<file path="config.mk">
export PLATFORM = sky130hd
export DESIGN_NAME = onewire_bus_master_flat
export DESIGN_NICKNAME = d
export VERILOG_FILES = /design/src/design/owbm_pkg.sv /design/src/design/owbm_if.sv /design/src/design/owbm_front.sv /design/src/design/owbm_queue.sv /design/src/design/owbm_engine.sv /design/src/design/onewire_bus_master.sv /design/src/flat_wrapper.sv
export SDC_FILE = /design/constraint.sdc
export NUM_CORES = 1
export LEC_CHECK = 0
export BUFFER_PORTS_ARGS = -buffer_cell sky130_fd_sc_hd__buf_2
export CORE_UTILIZATION = 50
export CTS_BUF_LIST = sky130_fd_sc_hd__clkbuf_16
export DETAILED_ROUTE_END_ITERATION = 7
export PLACE_DENSITY = 0.67
export SLEW_MARGIN = 20
export SYNTH_ARGS = -nofsm -noshare
export SYNTH_HDL_FRONTEND = slang
export SYNTH_SLANG_ARGS = --single-unit
</file>
<file path="constraint.sdc">
create_clock -name clock -period 4.6 [get_ports clock]
set_input_delay 0.92 -clock clock [delete_from_list [all_inputs] [get_ports clock]]
set_output_delay 0.92 -clock clock [all_outputs]
set_load 0.02 [all_outputs]
</file>
<file path="src/design/owbm_pkg.sv">
// Package with the shared types and constants of the 1-Wire bus master.
`timescale 1ns / 1ps

package owbm_pkg;

   // Field widths
   localparam int MODE_BITS      = 2;
   localparam int BYTE_BITS      = 8;
   localparam int STATUS_BITS    = 2;
   localparam int REG_BITS       = 10;
   localparam int CSR_INDEX_BITS = 3;
   localparam int BIT_INDEX_BITS = 3;
   localparam int LOW_COUNT_BITS = 2;

   // Command queue between the front and the engine
   localparam int QUEUE_DEPTH    = 2;
   localparam int QUEUE_PTR_BITS = $clog2(QUEUE_DEPTH);
   localparam int QUEUE_CNT_BITS = $clog2(QUEUE_DEPTH + 1);

   // Request mode codes
   localparam logic [MODE_BITS-1:0] MODE_TICK  = 2'd0;
   localparam logic [MODE_BITS-1:0] MODE_RESET = 2'd1;
   localparam logic [MODE_BITS-1:0] MODE_WRITE = 2'd2;
   localparam logic [MODE_BITS-1:0] MODE_READ  = 2'd3;

   // Register indexes
   localparam logic [CSR_INDEX_BITS-1:0] CSR_RESET_LOW     = 3'd0;
   localparam logic [CSR_INDEX_BITS-1:0] CSR_PRESENCE      = 3'd1;
   localparam logic [CSR_INDEX_BITS-1:0] CSR_RECOVERY      = 3'd2;
   localparam logic [CSR_INDEX_BITS-1:0] CSR_SLOT_SHORT    = 3'd3;
   localparam logic [CSR_INDEX_BITS-1:0] CSR_SLOT_LONG     = 3'd4;

   // Register reset values
   localparam logic [REG_BITS-1:0] RESET_LOW_DEFAULT  = 10'd500;
   localparam logic [REG_BITS-1:0] PRESENCE_DEFAULT   = 10'd75;
   localparam logic [REG_BITS-1:0] RECOVERY_DEFAULT   = 10'd500;
   localparam logic [REG_BITS-1:0] SLOT_SHORT_DEFAULT = 10'd7;
   localparam logic [REG_BITS-1:0] SLOT_LONG_DEFAULT  = 10'd70;

   // Presence status codes
   localparam logic [STATUS_BITS-1:0] STATUS_PRESENCE = 2'd0;
   localparam logic [STATUS_BITS-1:0] STATUS_NO_DEV   = 2'd1;
   localparam logic [STATUS_BITS-1:0] STATUS_SHORTED  = 2'd2;

   // Phases inside an operation
   localparam logic [1:0] PH_LOW  = 2'd0;
   localparam logic [1:0] PH_WAIT = 2'd1;
   localparam logic [1:0] PH_LAST = 2'd2;

   localparam logic [BIT_INDEX_BITS-1:0] LAST_BIT = 3'd7;

   // Operation in progress in the engine
   typedef enum logic [1:0] {
      OP_IDLE,
      OP_RESET,
      OP_WRITE,
      OP_READ
   } op_kind_type;

   // Command class decided by the front
   typedef enum logic [2:0] {
      CMD_TICK,
      CMD_RESET,
      CMD_RESET_NODEV,
      CMD_WRITE,
      CMD_READ
   } cmd_type;

   // One classified tick as it travels through the queue
   typedef struct packed {
      cmd_type               cmd;
      logic [BYTE_BITS-1:0]  tx_byte;
      logic                  line_high;
   } item_type;

endpackage

</file>
<file path="src/design/owbm_if.sv">
// Channel interfaces of the 1-Wire bus master: request, response and register write.
`timescale 1ns / 1ps

interface owbm_req_if;
   logic       valid;
   logic       ready;
   logic [1:0] mode;
   logic [7:0] tx_byte;
   logic       line_in;

   modport source (output valid, output mode, output tx_byte, output line_in, input ready);
   modport sink   (input valid, input mode, input tx_byte, input line_in, output ready);
endinterface

interface owbm_rsp_if;
   logic       valid;
   logic       ready;
   logic       drive_low;
   logic       busy_res;
   logic       done_res;
   logic [1:0] reset_status;
   logic [7:0] rx_byte;

   modport source (output valid, output drive_low, output busy_res, output done_res,
                   output reset_status, output rx_byte, input ready);
   modport sink   (input valid, input drive_low, input busy_res, input done_res,
                   input reset_status, input rx_byte, output ready);
endinterface

interface owbm_csr_if;
   logic       valid;
   logic       ready;
   logic [2:0] index;
   logic [9:0] data;

   modport source (output valid, output index, output data, input ready);
   modport sink   (input valid, input index, input data, output ready);
endinterface

</file>
<file path="src/design/owbm_front.sv">
// Front end: accepts request transactions and classifies each tick's command.
`timescale 1ns / 1ps

module owbm_front
   import owbm_pkg::*;
(
   owbm_req_if.sink  req_if,
   input  logic      push_ready,
   output logic      push_valid,
   output item_type  push_item
);

   // Pass the handshake through to the queue
   assign push_valid = req_if.valid;
   assign req_if.ready = push_ready;

   // Classify the mode; a reset on a low bus ends at once with no device
   always_comb begin
      push_item.tx_byte   = req_if.tx_byte;
      push_item.line_high = req_if.line_in;
      case (req_if.mode)
         MODE_RESET: begin
            push_item.cmd = req_if.line_in ? CMD_RESET : CMD_RESET_NODEV;
         end
         MODE_WRITE: begin
            push_item.cmd = CMD_WRITE;
         end
         MODE_READ: begin
            push_item.cmd = CMD_READ;
         end
         default: begin
            push_item.cmd = CMD_TICK;
         end
      endcase
   end

endmodule

</file>
<file path="src/design/owbm_queue.sv">
// Short queue of classified ticks between the front and the engine.
`timescale 1ns / 1ps

module owbm_queue
   import owbm_pkg::*;
(
   input  logic     clock,
   input  logic     reset,
   input  logic     push_valid,
   input  item_type push_item,
   output logic     push_ready,
   output logic     pop_valid,
   output item_type pop_item,
   input  logic     pop
);

   item_type                  entry_ff [QUEUE_DEPTH];
   logic [QUEUE_PTR_BITS-1:0] wr_ptr_ff, wr_ptr_in;
   logic [QUEUE_PTR_BITS-1:0] rd_ptr_ff, rd_ptr_in;
   logic [QUEUE_CNT_BITS-1:0] count_ff, count_in;
   logic                      do_push;
   logic                      do_pop;

   assign push_ready = (count_ff != QUEUE_CNT_BITS'(QUEUE_DEPTH));
   assign pop_valid  = (count_ff != '0);
   assign pop_item   = entry_ff[rd_ptr_ff];
   assign do_push    = push_valid && push_ready;
   assign do_pop     = pop && pop_valid;

   // Advance pointers and occupancy
   always_comb begin
      wr_ptr_in = wr_ptr_ff;
      rd_ptr_in = rd_ptr_ff;
      count_in  = count_ff;
      if (do_push) begin
         wr_ptr_in = (wr_ptr_ff == QUEUE_PTR_BITS'(QUEUE_DEPTH - 1)) ? '0
                                                                      : wr_ptr_ff + 1'b1;
      end
      if (do_pop) begin
         rd_ptr_in = (rd_ptr_ff == QUEUE_PTR_BITS'(QUEUE_DEPTH - 1)) ? '0
                                                                      : rd_ptr_ff + 1'b1;
      end
      if (do_push && !do_pop) begin
         count_in = count_ff + 1'b1;
      end else if (do_pop && !do_push) begin
         count_in = count_ff - 1'b1;
      end
   end

   always_ff @(posedge clock) begin
      if (reset) begin
         wr_ptr_ff <= '0;
         rd_ptr_ff <= '0;
         count_ff  <= '0;
      end else begin
         wr_ptr_ff <= wr_ptr_in;
         rd_ptr_ff <= rd_ptr_in;
         count_ff  <= count_in;
      end
   end

   // Store the entry; payload needs no reset
   always_ff @(posedge clock) begin
      if (do_push) begin
         entry_ff[wr_ptr_ff] <= push_item;
      end
   end

endmodule

</file>
<file path="src/design/owbm_engine.sv">
// Back end: bus timing engine, register file and response output register.
`timescale 1ns / 1ps

module owbm_engine
   import owbm_pkg::*;
#(
   parameter int TIMER_BITS = 10
) (
   input  logic      clock,
   input  logic      reset,
   input  logic      pop_valid,
   input  item_type  pop_item,
   output logic      pop,
   owbm_csr_if.sink  csr_if,
   owbm_rsp_if.source rsp_if
);

   // Configuration registers
   logic [REG_BITS-1:0] reset_low_ff, presence_ff, recovery_ff, slot_short_ff, slot_long_ff;

   // Engine state
   op_kind_type               kind_ff, kind_in;
   logic [1:0]                phase_ff, phase_in;
   logic [TIMER_BITS-1:0]     timer_ff, timer_in;
   logic [BIT_INDEX_BITS-1:0] bit_ff, bit_in;
   logic [BYTE_BITS-1:0]      shift_ff, shift_in;
   logic [LOW_COUNT_BITS-1:0] low_cnt_ff, low_cnt_in;
   logic [STATUS_BITS-1:0]    status_ff, status_in;
   logic [BYTE_BITS-1:0]      received_ff, received_in;
   logic                      done;

   // Response output register
   logic                      rsp_valid_ff;
   logic                      drive_ff, busy_ff, done_ff;
   logic [STATUS_BITS-1:0]    status_out_ff;
   logic [BYTE_BITS-1:0]      rx_out_ff;

   // Count of a phase: duration less one, zero treated as one
   function automatic logic [TIMER_BITS-1:0] load_count(input logic [REG_BITS-1:0] duration);
      logic [REG_BITS-1:0] less_one;
      less_one = (duration != '0) ? duration - 1'b1 : '0;
      return TIMER_BITS'(less_one);
   endfunction

   // Take the next tick when the output register is free or being drained
   assign pop = pop_valid && (!rsp_valid_ff || rsp_if.ready);

   // Register writes, always accepted
   assign csr_if.ready = 1'b1;

   always_ff @(posedge clock) begin
      if (reset) begin
         reset_low_ff  <= RESET_LOW_DEFAULT;
         presence_ff   <= PRESENCE_DEFAULT;
         recovery_ff   <= RECOVERY_DEFAULT;
         slot_short_ff <= SLOT_SHORT_DEFAULT;
         slot_long_ff  <= SLOT_LONG_DEFAULT;
      end else if (csr_if.valid) begin
         case (csr_if.index)
            CSR_RESET_LOW:  reset_low_ff  <= csr_if.data;
            CSR_PRESENCE:   presence_ff   <= csr_if.data;
            CSR_RECOVERY:   recovery_ff   <= csr_if.data;
            CSR_SLOT_SHORT: slot_short_ff <= csr_if.data;
            CSR_SLOT_LONG:  slot_long_ff  <= csr_if.data;
            default: ;
         endcase
      end
   end

   // Next state of the bus sequencer for one tick
   always_comb begin
      kind_in     = kind_ff;
      phase_in    = phase_ff;
      timer_in    = timer_ff;
      bit_in      = bit_ff;
      shift_in    = shift_ff;
      low_cnt_in  = low_cnt_ff;
      status_in   = status_ff;
      received_in = received_ff;
      done        = 1'b0;
      if (pop) begin
         case (kind_ff)
            OP_IDLE: begin
               case (pop_item.cmd)
                  CMD_RESET_NODEV: begin
                     status_in = STATUS_NO_DEV;
                     done      = 1'b1;
                  end
                  CMD_RESET: begin
                     kind_in    = OP_RESET;
                     phase_in   = PH_LOW;
                     low_cnt_in = '0;
                     timer_in   = load_count(reset_low_ff);
                  end
                  CMD_WRITE: begin
                     kind_in  = OP_WRITE;
                     shift_in = pop_item.tx_byte;
                     bit_in   = '0;
                     phase_in = PH_LOW;
                     timer_in = load_count(pop_item.tx_byte[0] ? slot_short_ff : slot_long_ff);
                  end
                  CMD_READ: begin
                     kind_in  = OP_READ;
                     shift_in = '0;
                     bit_in   = '0;
                     phase_in = PH_LOW;
                     timer_in = load_count(slot_short_ff);
                  end
                  default: ;
               endcase
            end
            default: begin
               if (timer_ff != '0) begin
                  timer_in = timer_ff - TIMER_BITS'(1);
               end else begin
                  case (kind_ff)
                     // Reset: release, first sample, second sample and finish
                     OP_RESET: begin
                        if (phase_ff == PH_LOW) begin
                           phase_in = PH_WAIT;
                           timer_in = load_count(presence_ff);
                        end else begin
                           if (!pop_item.line_high) begin
                              low_cnt_in = low_cnt_ff + 1'b1;
                           end
                           if (phase_ff == PH_WAIT) begin
                              phase_in = PH_LAST;
                              timer_in = load_count(recovery_ff);
                           end else begin
                              case (low_cnt_in)
                                 2'd0:    status_in = STATUS_NO_DEV;
                                 2'd1:    status_in = STATUS_PRESENCE;
                                 default: status_in = STATUS_SHORTED;
                              endcase
                              kind_in  = OP_IDLE;
                              phase_in = PH_LOW;
                              done     = 1'b1;
                           end
                        end
                     end
                     // Write: low part, released part, next bit
                     OP_WRITE: begin
                        if (phase_ff == PH_LOW) begin
                           phase_in = PH_WAIT;
                           timer_in = load_count(shift_ff[0] ? slot_long_ff : slot_short_ff);
                        end else begin
                           shift_in = shift_ff >> 1;
                           if (bit_ff == LAST_BIT) begin
                              kind_in  = OP_IDLE;
                              phase_in = PH_LOW;
                              bit_in   = '0;
                              done     = 1'b1;
                           end else begin
                              bit_in   = bit_ff + 1'b1;
                              phase_in = PH_LOW;
                              timer_in = load_count(shift_ff[1] ? slot_short_ff : slot_long_ff);
                           end
                        end
                     end
                     // Read: low part, sample after release, recovery
                     default: begin
                        if (phase_ff == PH_LOW) begin
                           phase_in = PH_WAIT;
                           timer_in = load_count(slot_short_ff);
                        end else if (phase_ff == PH_WAIT) begin
                           shift_in = {pop_item.line_high, shift_ff[BYTE_BITS-1:1]};
                           phase_in = PH_LAST;
                           timer_in = load_count(slot_long_ff);
                        end else if (bit_ff == LAST_BIT) begin
                           received_in = shift_ff;
                           kind_in     = OP_IDLE;
                           phase_in    = PH_LOW;
                           bit_in      = '0;
                           done        = 1'b1;
                        end else begin
                           bit_in   = bit_ff + 1'b1;
                           phase_in = PH_LOW;
                           timer_in = load_count(slot_short_ff);
                        end
                     end
                  endcase
               end
            end
         endcase
      end
   end

   // State register
   always_ff @(posedge clock) begin
      if (reset) begin
         kind_ff     <= OP_IDLE;
         phase_ff    <= PH_LOW;
         timer_ff    <= '0;
         bit_ff      <= '0;
         shift_ff    <= '0;
         low_cnt_ff  <= '0;
         status_ff   <= STATUS_NO_DEV;
         received_ff <= '0;
      end else begin
         kind_ff     <= kind_in;
         phase_ff    <= phase_in;
         timer_ff    <= timer_in;
         bit_ff      <= bit_in;
         shift_ff    <= shift_in;
         low_cnt_ff  <= low_cnt_in;
         status_ff   <= status_in;
         received_ff <= received_in;
      end
   end

   // Output register: fill on each tick taken, drop when the sink takes it
   always_ff @(posedge clock) begin
      if (reset) begin
         rsp_valid_ff <= 1'b0;
      end else if (pop) begin
         rsp_valid_ff <= 1'b1;
      end else if (rsp_if.ready) begin
         rsp_valid_ff <= 1'b0;
      end
   end

   always_ff @(posedge clock) begin
      if (pop) begin
         drive_ff      <= (kind_in != OP_IDLE) && (phase_in == PH_LOW);
         busy_ff       <= (kind_in != OP_IDLE);
         done_ff       <= done;
         status_out_ff <= status_in;
         rx_out_ff     <= received_in;
      end
   end

   assign rsp_if.valid        = rsp_valid_ff;
   assign rsp_if.drive_low    = drive_ff;
   assign rsp_if.busy_res     = busy_ff;
   assign rsp_if.done_res     = done_ff;
   assign rsp_if.reset_status = status_out_ff;
   assign rsp_if.rx_byte      = rx_out_ff;

   // Idle engine has no phase or timer left over
   a_idle_clean: assert property (@(posedge clock) disable iff (reset)
      kind_ff == OP_IDLE |-> phase_ff == PH_LOW && timer_ff == '0)
      else $error("idle engine holds a phase or a running timer");

   // Bus is only driven during an operation
   a_drive_busy: assert property (@(posedge clock) disable iff (reset)
      rsp_valid_ff && drive_ff |-> busy_ff)
      else $error("bus driven while not busy");

   // A finishing tick reports idle
   a_done_idle: assert property (@(posedge clock) disable iff (reset)
      rsp_valid_ff && done_ff |-> !busy_ff)
      else $error("done reported while still busy");

   // A write taken while idle starts a write
   a_write_start: assert property (@(posedge clock) disable iff (reset)
      pop && kind_ff == OP_IDLE && pop_item.cmd == CMD_WRITE |=> kind_ff == OP_WRITE)
      else $error("write command did not start a write");

endmodule

</file>
<file path="src/design/onewire_bus_master.sv">
// Top level of the 1-Wire bus master: front, command queue and timing engine.
//
// Usage: one request transaction on req_if is one microsecond tick. It carries
// the sampled bus level (line_in) and a mode: tick only, start reset, start byte
// write (tx_byte, LSB first) or start byte read. A command is taken only when
// no operation runs; otherwise it counts as a plain tick.
// Every tick gives exactly one response transaction on rsp_if: drive_low for
// the pin, busy_res, a done_res pulse, the last reset status and the last byte
// read. The user must write registers on csr_if (index 0..4) only while the
// master is idle; the block itself does not enforce this. A tick accepted on
// req_if is stored in the queue, then taken by the engine into the output
// register, from which the receiver takes it. Throughput: one tick per cycle
// while the receiver takes each response.
// When the receiver stalls, the output register holds its response, the queue
// keeps accepting until its two entries are full, then req_if.ready drops.
// Reset clears the queue, the engine and the registers to their defaults;
// the status reads as no device and the received byte as zero.
`timescale 1ns / 1ps

module onewire_bus_master
   import owbm_pkg::*;
#(
   parameter int TIMER_BITS = 10
) (
   input  logic       clock,
   input  logic       reset,
   owbm_req_if.sink   req_if,
   owbm_rsp_if.source rsp_if,
   owbm_csr_if.sink   csr_if
);

   logic     push_valid;
   logic     push_ready;
   item_type push_item;
   logic     pop_valid;
   item_type pop_item;
   logic     pop;

   // Accept and classify
   owbm_front u_front (
      .req_if     (req_if),
      .push_ready (push_ready),
      .push_valid (push_valid),
      .push_item  (push_item)
   );

   // Decouple front and engine
   owbm_queue u_queue (
      .clock      (clock),
      .reset      (reset),
      .push_valid (push_valid),
      .push_item  (push_item),
      .push_ready (push_ready),
      .pop_valid  (pop_valid),
      .pop_item   (pop_item),
      .pop        (pop)
   );

   // Run bus timing
   owbm_engine #(
      .TIMER_BITS (TIMER_BITS)
   ) u_engine (
      .clock     (clock),
      .reset     (reset),
      .pop_valid (pop_valid),
      .pop_item  (pop_item),
      .pop       (pop),
      .csr_if    (csr_if),
      .rsp_if    (rsp_if)
   );

endmodule
</file>
<file path="src/flat_wrapper.sv">
// flat-port wrapper written by rule: the top's interface ports become plain ports
module onewire_bus_master_flat import owbm_pkg::*;
#(
   parameter int TIMER_BITS = 10
)
  (clock, reset, req_if_valid, req_if_mode, req_if_tx_byte, req_if_line_in, req_if_ready, rsp_if_valid, rsp_if_drive_low, rsp_if_busy_res, rsp_if_done_res, rsp_if_reset_status, rsp_if_rx_byte, rsp_if_ready, csr_if_valid, csr_if_index, csr_if_data, csr_if_ready);
  owbm_req_if req_if_i ();
  owbm_rsp_if rsp_if_i ();
  owbm_csr_if csr_if_i ();
  input  logic clock;
  input  logic reset;
  input wire logic [$bits(req_if_i.valid)-1:0] req_if_valid;
  input wire logic [$bits(req_if_i.mode)-1:0] req_if_mode;
  input wire logic [$bits(req_if_i.tx_byte)-1:0] req_if_tx_byte;
  input wire logic [$bits(req_if_i.line_in)-1:0] req_if_line_in;
  output wire logic [$bits(req_if_i.ready)-1:0] req_if_ready;
  output wire logic [$bits(rsp_if_i.valid)-1:0] rsp_if_valid;
  output wire logic [$bits(rsp_if_i.drive_low)-1:0] rsp_if_drive_low;
  output wire logic [$bits(rsp_if_i.busy_res)-1:0] rsp_if_busy_res;
  output wire logic [$bits(rsp_if_i.done_res)-1:0] rsp_if_done_res;
  output wire logic [$bits(rsp_if_i.reset_status)-1:0] rsp_if_reset_status;
  output wire logic [$bits(rsp_if_i.rx_byte)-1:0] rsp_if_rx_byte;
  input wire logic [$bits(rsp_if_i.ready)-1:0] rsp_if_ready;
  input wire logic [$bits(csr_if_i.valid)-1:0] csr_if_valid;
  input wire logic [$bits(csr_if_i.index)-1:0] csr_if_index;
  input wire logic [$bits(csr_if_i.data)-1:0] csr_if_data;
  output wire logic [$bits(csr_if_i.ready)-1:0] csr_if_ready;
  assign req_if_i.valid = req_if_valid;
  assign req_if_i.mode = req_if_mode;
  assign req_if_i.tx_byte = req_if_tx_byte;
  assign req_if_i.line_in = req_if_line_in;
  assign req_if_ready = req_if_i.ready;
  assign rsp_if_valid = rsp_if_i.valid;
  assign rsp_if_drive_low = rsp_if_i.drive_low;
  assign rsp_if_busy_res = rsp_if_i.busy_res;
  assign rsp_if_done_res = rsp_if_i.done_res;
  assign rsp_if_reset_status = rsp_if_i.reset_status;
  assign rsp_if_rx_byte = rsp_if_i.rx_byte;
  assign rsp_if_i.ready = rsp_if_ready;
  assign csr_if_i.valid = csr_if_valid;
  assign csr_if_i.index = csr_if_index;
  assign csr_if_i.data = csr_if_data;
  assign csr_if_ready = csr_if_i.ready;
  onewire_bus_master #(.TIMER_BITS(TIMER_BITS)) u_core (.clock(clock), .reset(reset), .req_if(req_if_i), .rsp_if(rsp_if_i), .csr_if(csr_if_i));
endmodule
</file>
==> flow_metrics.env <==
export IMPL_status="complete, no violations"
export IMPL_grt_pass1_vias=6850
export IMPL_crit_slowest_cell="a221oi_2"
export IMPL_crit_chain="mux2i_1 -> and3_1 -> o21ai_0 -> a221oi_2 -> nor2_1 -> a311oi_1"
export IMPL_fin_crit_sh_pct=74.05
export IMPL_cp_start_kind="register"
export IMPL_setup_viol=0
export IMPL_min_path_type="register to register"
export IMPL_wl_met2_um=10790
export IMPL_synth_area_leaders="dfxtp_1 23%, edfxtp_1 13%, nand2_1 6.0%"
export IMPL_start_util_pct=51.55
export IMPL_cts_num_sinks=130
export IMPL_synthFlopType="dfxtp_1"
export IMPL_hpwlAfterDp_um=18460
export IMPL_top_layer="met4"
export IMPL_synth_common_cells="131 x nand2_1, 93 x dfxtp_1, 85 x nor2_1"
export IMPL_grt_ovfl_total=0
export IMPL_drive_gt1_share_pct=13.64
export IMPL_critPathMaxStageDelay_ns=0.87
export IMPL_fin_util_pct=57.09
export IMPL_synth_area_mm2=0.008248
export IMPL_netlist_instances=994
export IMPL_synth_edf_count=37
export IMPL_p_per_area_mw_per_mm2=546.3
export IMPL_met3_wirelength_um=2406
export IMPL_drt_pass1_iter_count=6
export IMPL_met1_length_um=11500
export IMPL_path_clk_slew_ns=0.07
export IMPL_rsz0062_at_grt="false"
export IMPL_cts_setup_buffers=0
export IMPL_async_flop_share_pct=0
export IMPL_finalMaxSlewViolations=0
export IMPL_vdd_drop_max_mv=0.3491
export IMPL_fin_worst_skew_ns=0.01123
export IMPL_wl_per_cell_um=20.75
export IMPL_io_pin_count=45
export IMPL_yosys_area_top_type="dfxtp_1"
export IMPL_path_class="register to register"
export IMPL_die_w_um=130.4
export IMPL_grt_pass1_wl_um=39170
export IMPL_worstSetupEndpointType="register"
export IMPL_slew_limit_headroom_pct=31.42
export IMPL_finalSetupTns_ns=0
export IMPL_fin_crit_ns=3.406
export IMPL_antenna_found_initial=0
export IMPL_finalWirelength_um=25480
export IMPL_postCtsHoldBufs=0
export IMPL_num_vias=7727
export IMPL_fp_dieH_um=130.4
export IMPL_regArea_mm2=0.002973
export IMPL_drt_vias_per_instance=6.292
export IMPL_coreArea_mm2=0.01600
export IMPL_fill_cells=1510
export IMPL_crit_arrival_ns=3.75
export IMPL_worst_slew_pin_slew_ns=1.020
export IMPL_multi_input_comb_area_mm2=0.004900
export IMPL_hold_viol=0
export IMPL_layout_setup_ws_ns=1.194
export IMPL_drc_errors=0
export IMPL_htreeDepth=4
export IMPL_syn_avg_cell_area_um2=8.298
export IMPL_cts_tree="built"
export IMPL_synthesis_nets=1040
export IMPL_yosysWarnings=0
export IMPL_ys_ff_latch=130
export IMPL_synthDominantCellAreaShare_pct=22.57
export IMPL_ys_seq_area_share_pct=36.04
export IMPL_fp_row_count=46
export IMPL_grt_max_degree=83
export IMPL_drt_iter0_markers=861
export IMPL_final_antenna_net_count=0
export IMPL_synth_cell_types=70
export IMPL_area_growth_pct=10.76
export IMPL_numCtsBuffers=17
export IMPL_max_cap_violations=0
export IMPL_fin_nets=1045
export IMPL_preCtsSetupSlack_ns=1.269
export IMPL_port_buffers=43
export IMPL_grt_usage_pct=31.03
export IMPL_fp_dieArea_mm2=0.01701
export IMPL_n_antenna_cell=0
export IMPL_clock_latency_ns=0.44
export IMPL_yosysMostFrequentCell="nand2_1"
export IMPL_gp_congestion=1.028
export IMPL_root_buffer="clkbuf_16"
export IMPL_clockBufferDepth=2
export IMPL_post_cts_resized=0
export IMPL_cp_data_required_time_ns=4.94
export IMPL_max_clock_freq_mhz=293.6
export IMPL_path_max_fanout=16
export IMPL_p_leak_uw=0.003259
## cell type report
type	count	area share, %
multi-input combinational	765	53.64
sequential	130	32.54
clock buffer	17	4.657
timing repair buffer	52	3.095
tap	216	2.958
clock inverter	15	1.753
inverter	33	1.356
## cells by family (layout without fill, tap and decap cells)
kind of cell	count (synthesis)	after routing	share of synthesized area, %
fa+ha+maj	17	17	2.579
buf+inv	99	117	4.930
compound gates	221	221	18.39
flops	130	130	36.04
simple gates	423	423	25.90
xor+xnor	45	45	4.779
mux	58	58	7.342
other cells	1	1	0.04547
## metal layers
| layer | global-route usage [%] | up-vias |
|---|---|---|
| met1 | 44.10 | 3619 |
| met5 | 0 | - |
| met4 | 11.70 | 0 |
| met2 | 44.18 | 382 |
| met3 | 9.039 | 74 |
| li1 | - | 3652 |
## cell usage in the layout (no fill, tap or decap), drive strengths merged, types with 20 or more instances in the layout
cell,instances
edfxtp,37
mux2,20
nor3,27
nor2b,20
a21oi,50
o21ai,42
dfxtp,93
nand3b,24
inv,44
nor2,85
mux2i,38
nand2,131
nand3,32
nor4,21
buf,52
xor2,28
## state kept, by name, summed over array words and instances, names as in the netlist, 2 cells and up, named ones only
| register | cells |
|---|---|
| u_core.u_engine.reset_low_ff | 10 |
| u_core.u_engine.low_cnt_ff | 2 |
| u_core.u_queue.count_ff | 2 |
| u_core.u_engine.recovery_ff | 10 |
| u_core.u_engine.status_ff | 2 |
| u_core.u_engine.rsp_if.rx_byte | 8 |
| u_core.u_engine.shift_ff | 8 |
| u_core.u_engine.bit_ff | 3 |
| u_core.u_engine.phase_ff | 2 |
| u_core.u_queue.entry_ff | 24 |
| u_core.u_engine.timer_ff | 10 |
| u_core.u_engine.kind_ff | 2 |
| u_core.u_engine.slot_long_ff | 10 |
| u_core.u_engine.presence_ff | 10 |
| u_core.u_engine.rsp_if.reset_status | 2 |
| u_core.u_engine.slot_short_ff | 10 |
| u_core.u_engine.received_ff | 8 |
## through the flow
step,total power (µW),std cells,instance area (µm²),hold WS (ns)
after global routing,5227,1228,9135,0.5141
after CTS,4938,1228,9130,0.4803
final,4990,1228,9135,0.4794
after floorplan,2987,994,8248,0.4498
after global placement,3577,1196,8537,0.4611
after detailed placement,3561,1196,8544,0.4699
## critical path, delay by kind of cell, from the launching register on
kind	cells	cell delay (ns)
AND/OR/NAND/NOR	2	0.55
AO/OA/AOI/OAI	3	1.39
flip-flops	1	0.73
multiplexers	1	0.64
## worst paths after layout
| kind | start | endpoint | slack (ns) | cells after the start |
|---|---|---|---|---|
| setup / recovery | register | u_core.u_engine.shift_ff[6]$_SDFFE_PP0P_ | 1.19 | 6 |
| hold / removal | u_core.u_engine.bit_ff[1]$_SDFFE_PP0P_ | u_core.u_engine.bit_ff[1]$_SDFFE_PP0P_ | 0.48 | 2 |
| hold reg to reg | u_core.u_engine.bit_ff[1]$_SDFFE_PP0P_ | u_core.u_engine.bit_ff[1]$_SDFFE_PP0P_ | 0.48 | 2 |
| setup reg to reg | register | u_core.u_engine.shift_ff[6]$_SDFFE_PP0P_ | 1.19 | 6 |
## power breakdown
group | switching (µW) | total (µW) | internal (µW)
clock | 603 | 1370 | 770
sequential | 175 | 1550 | 1380
combinational | 1330 | 2060 | 733
(Power assumes the default switching activity.)
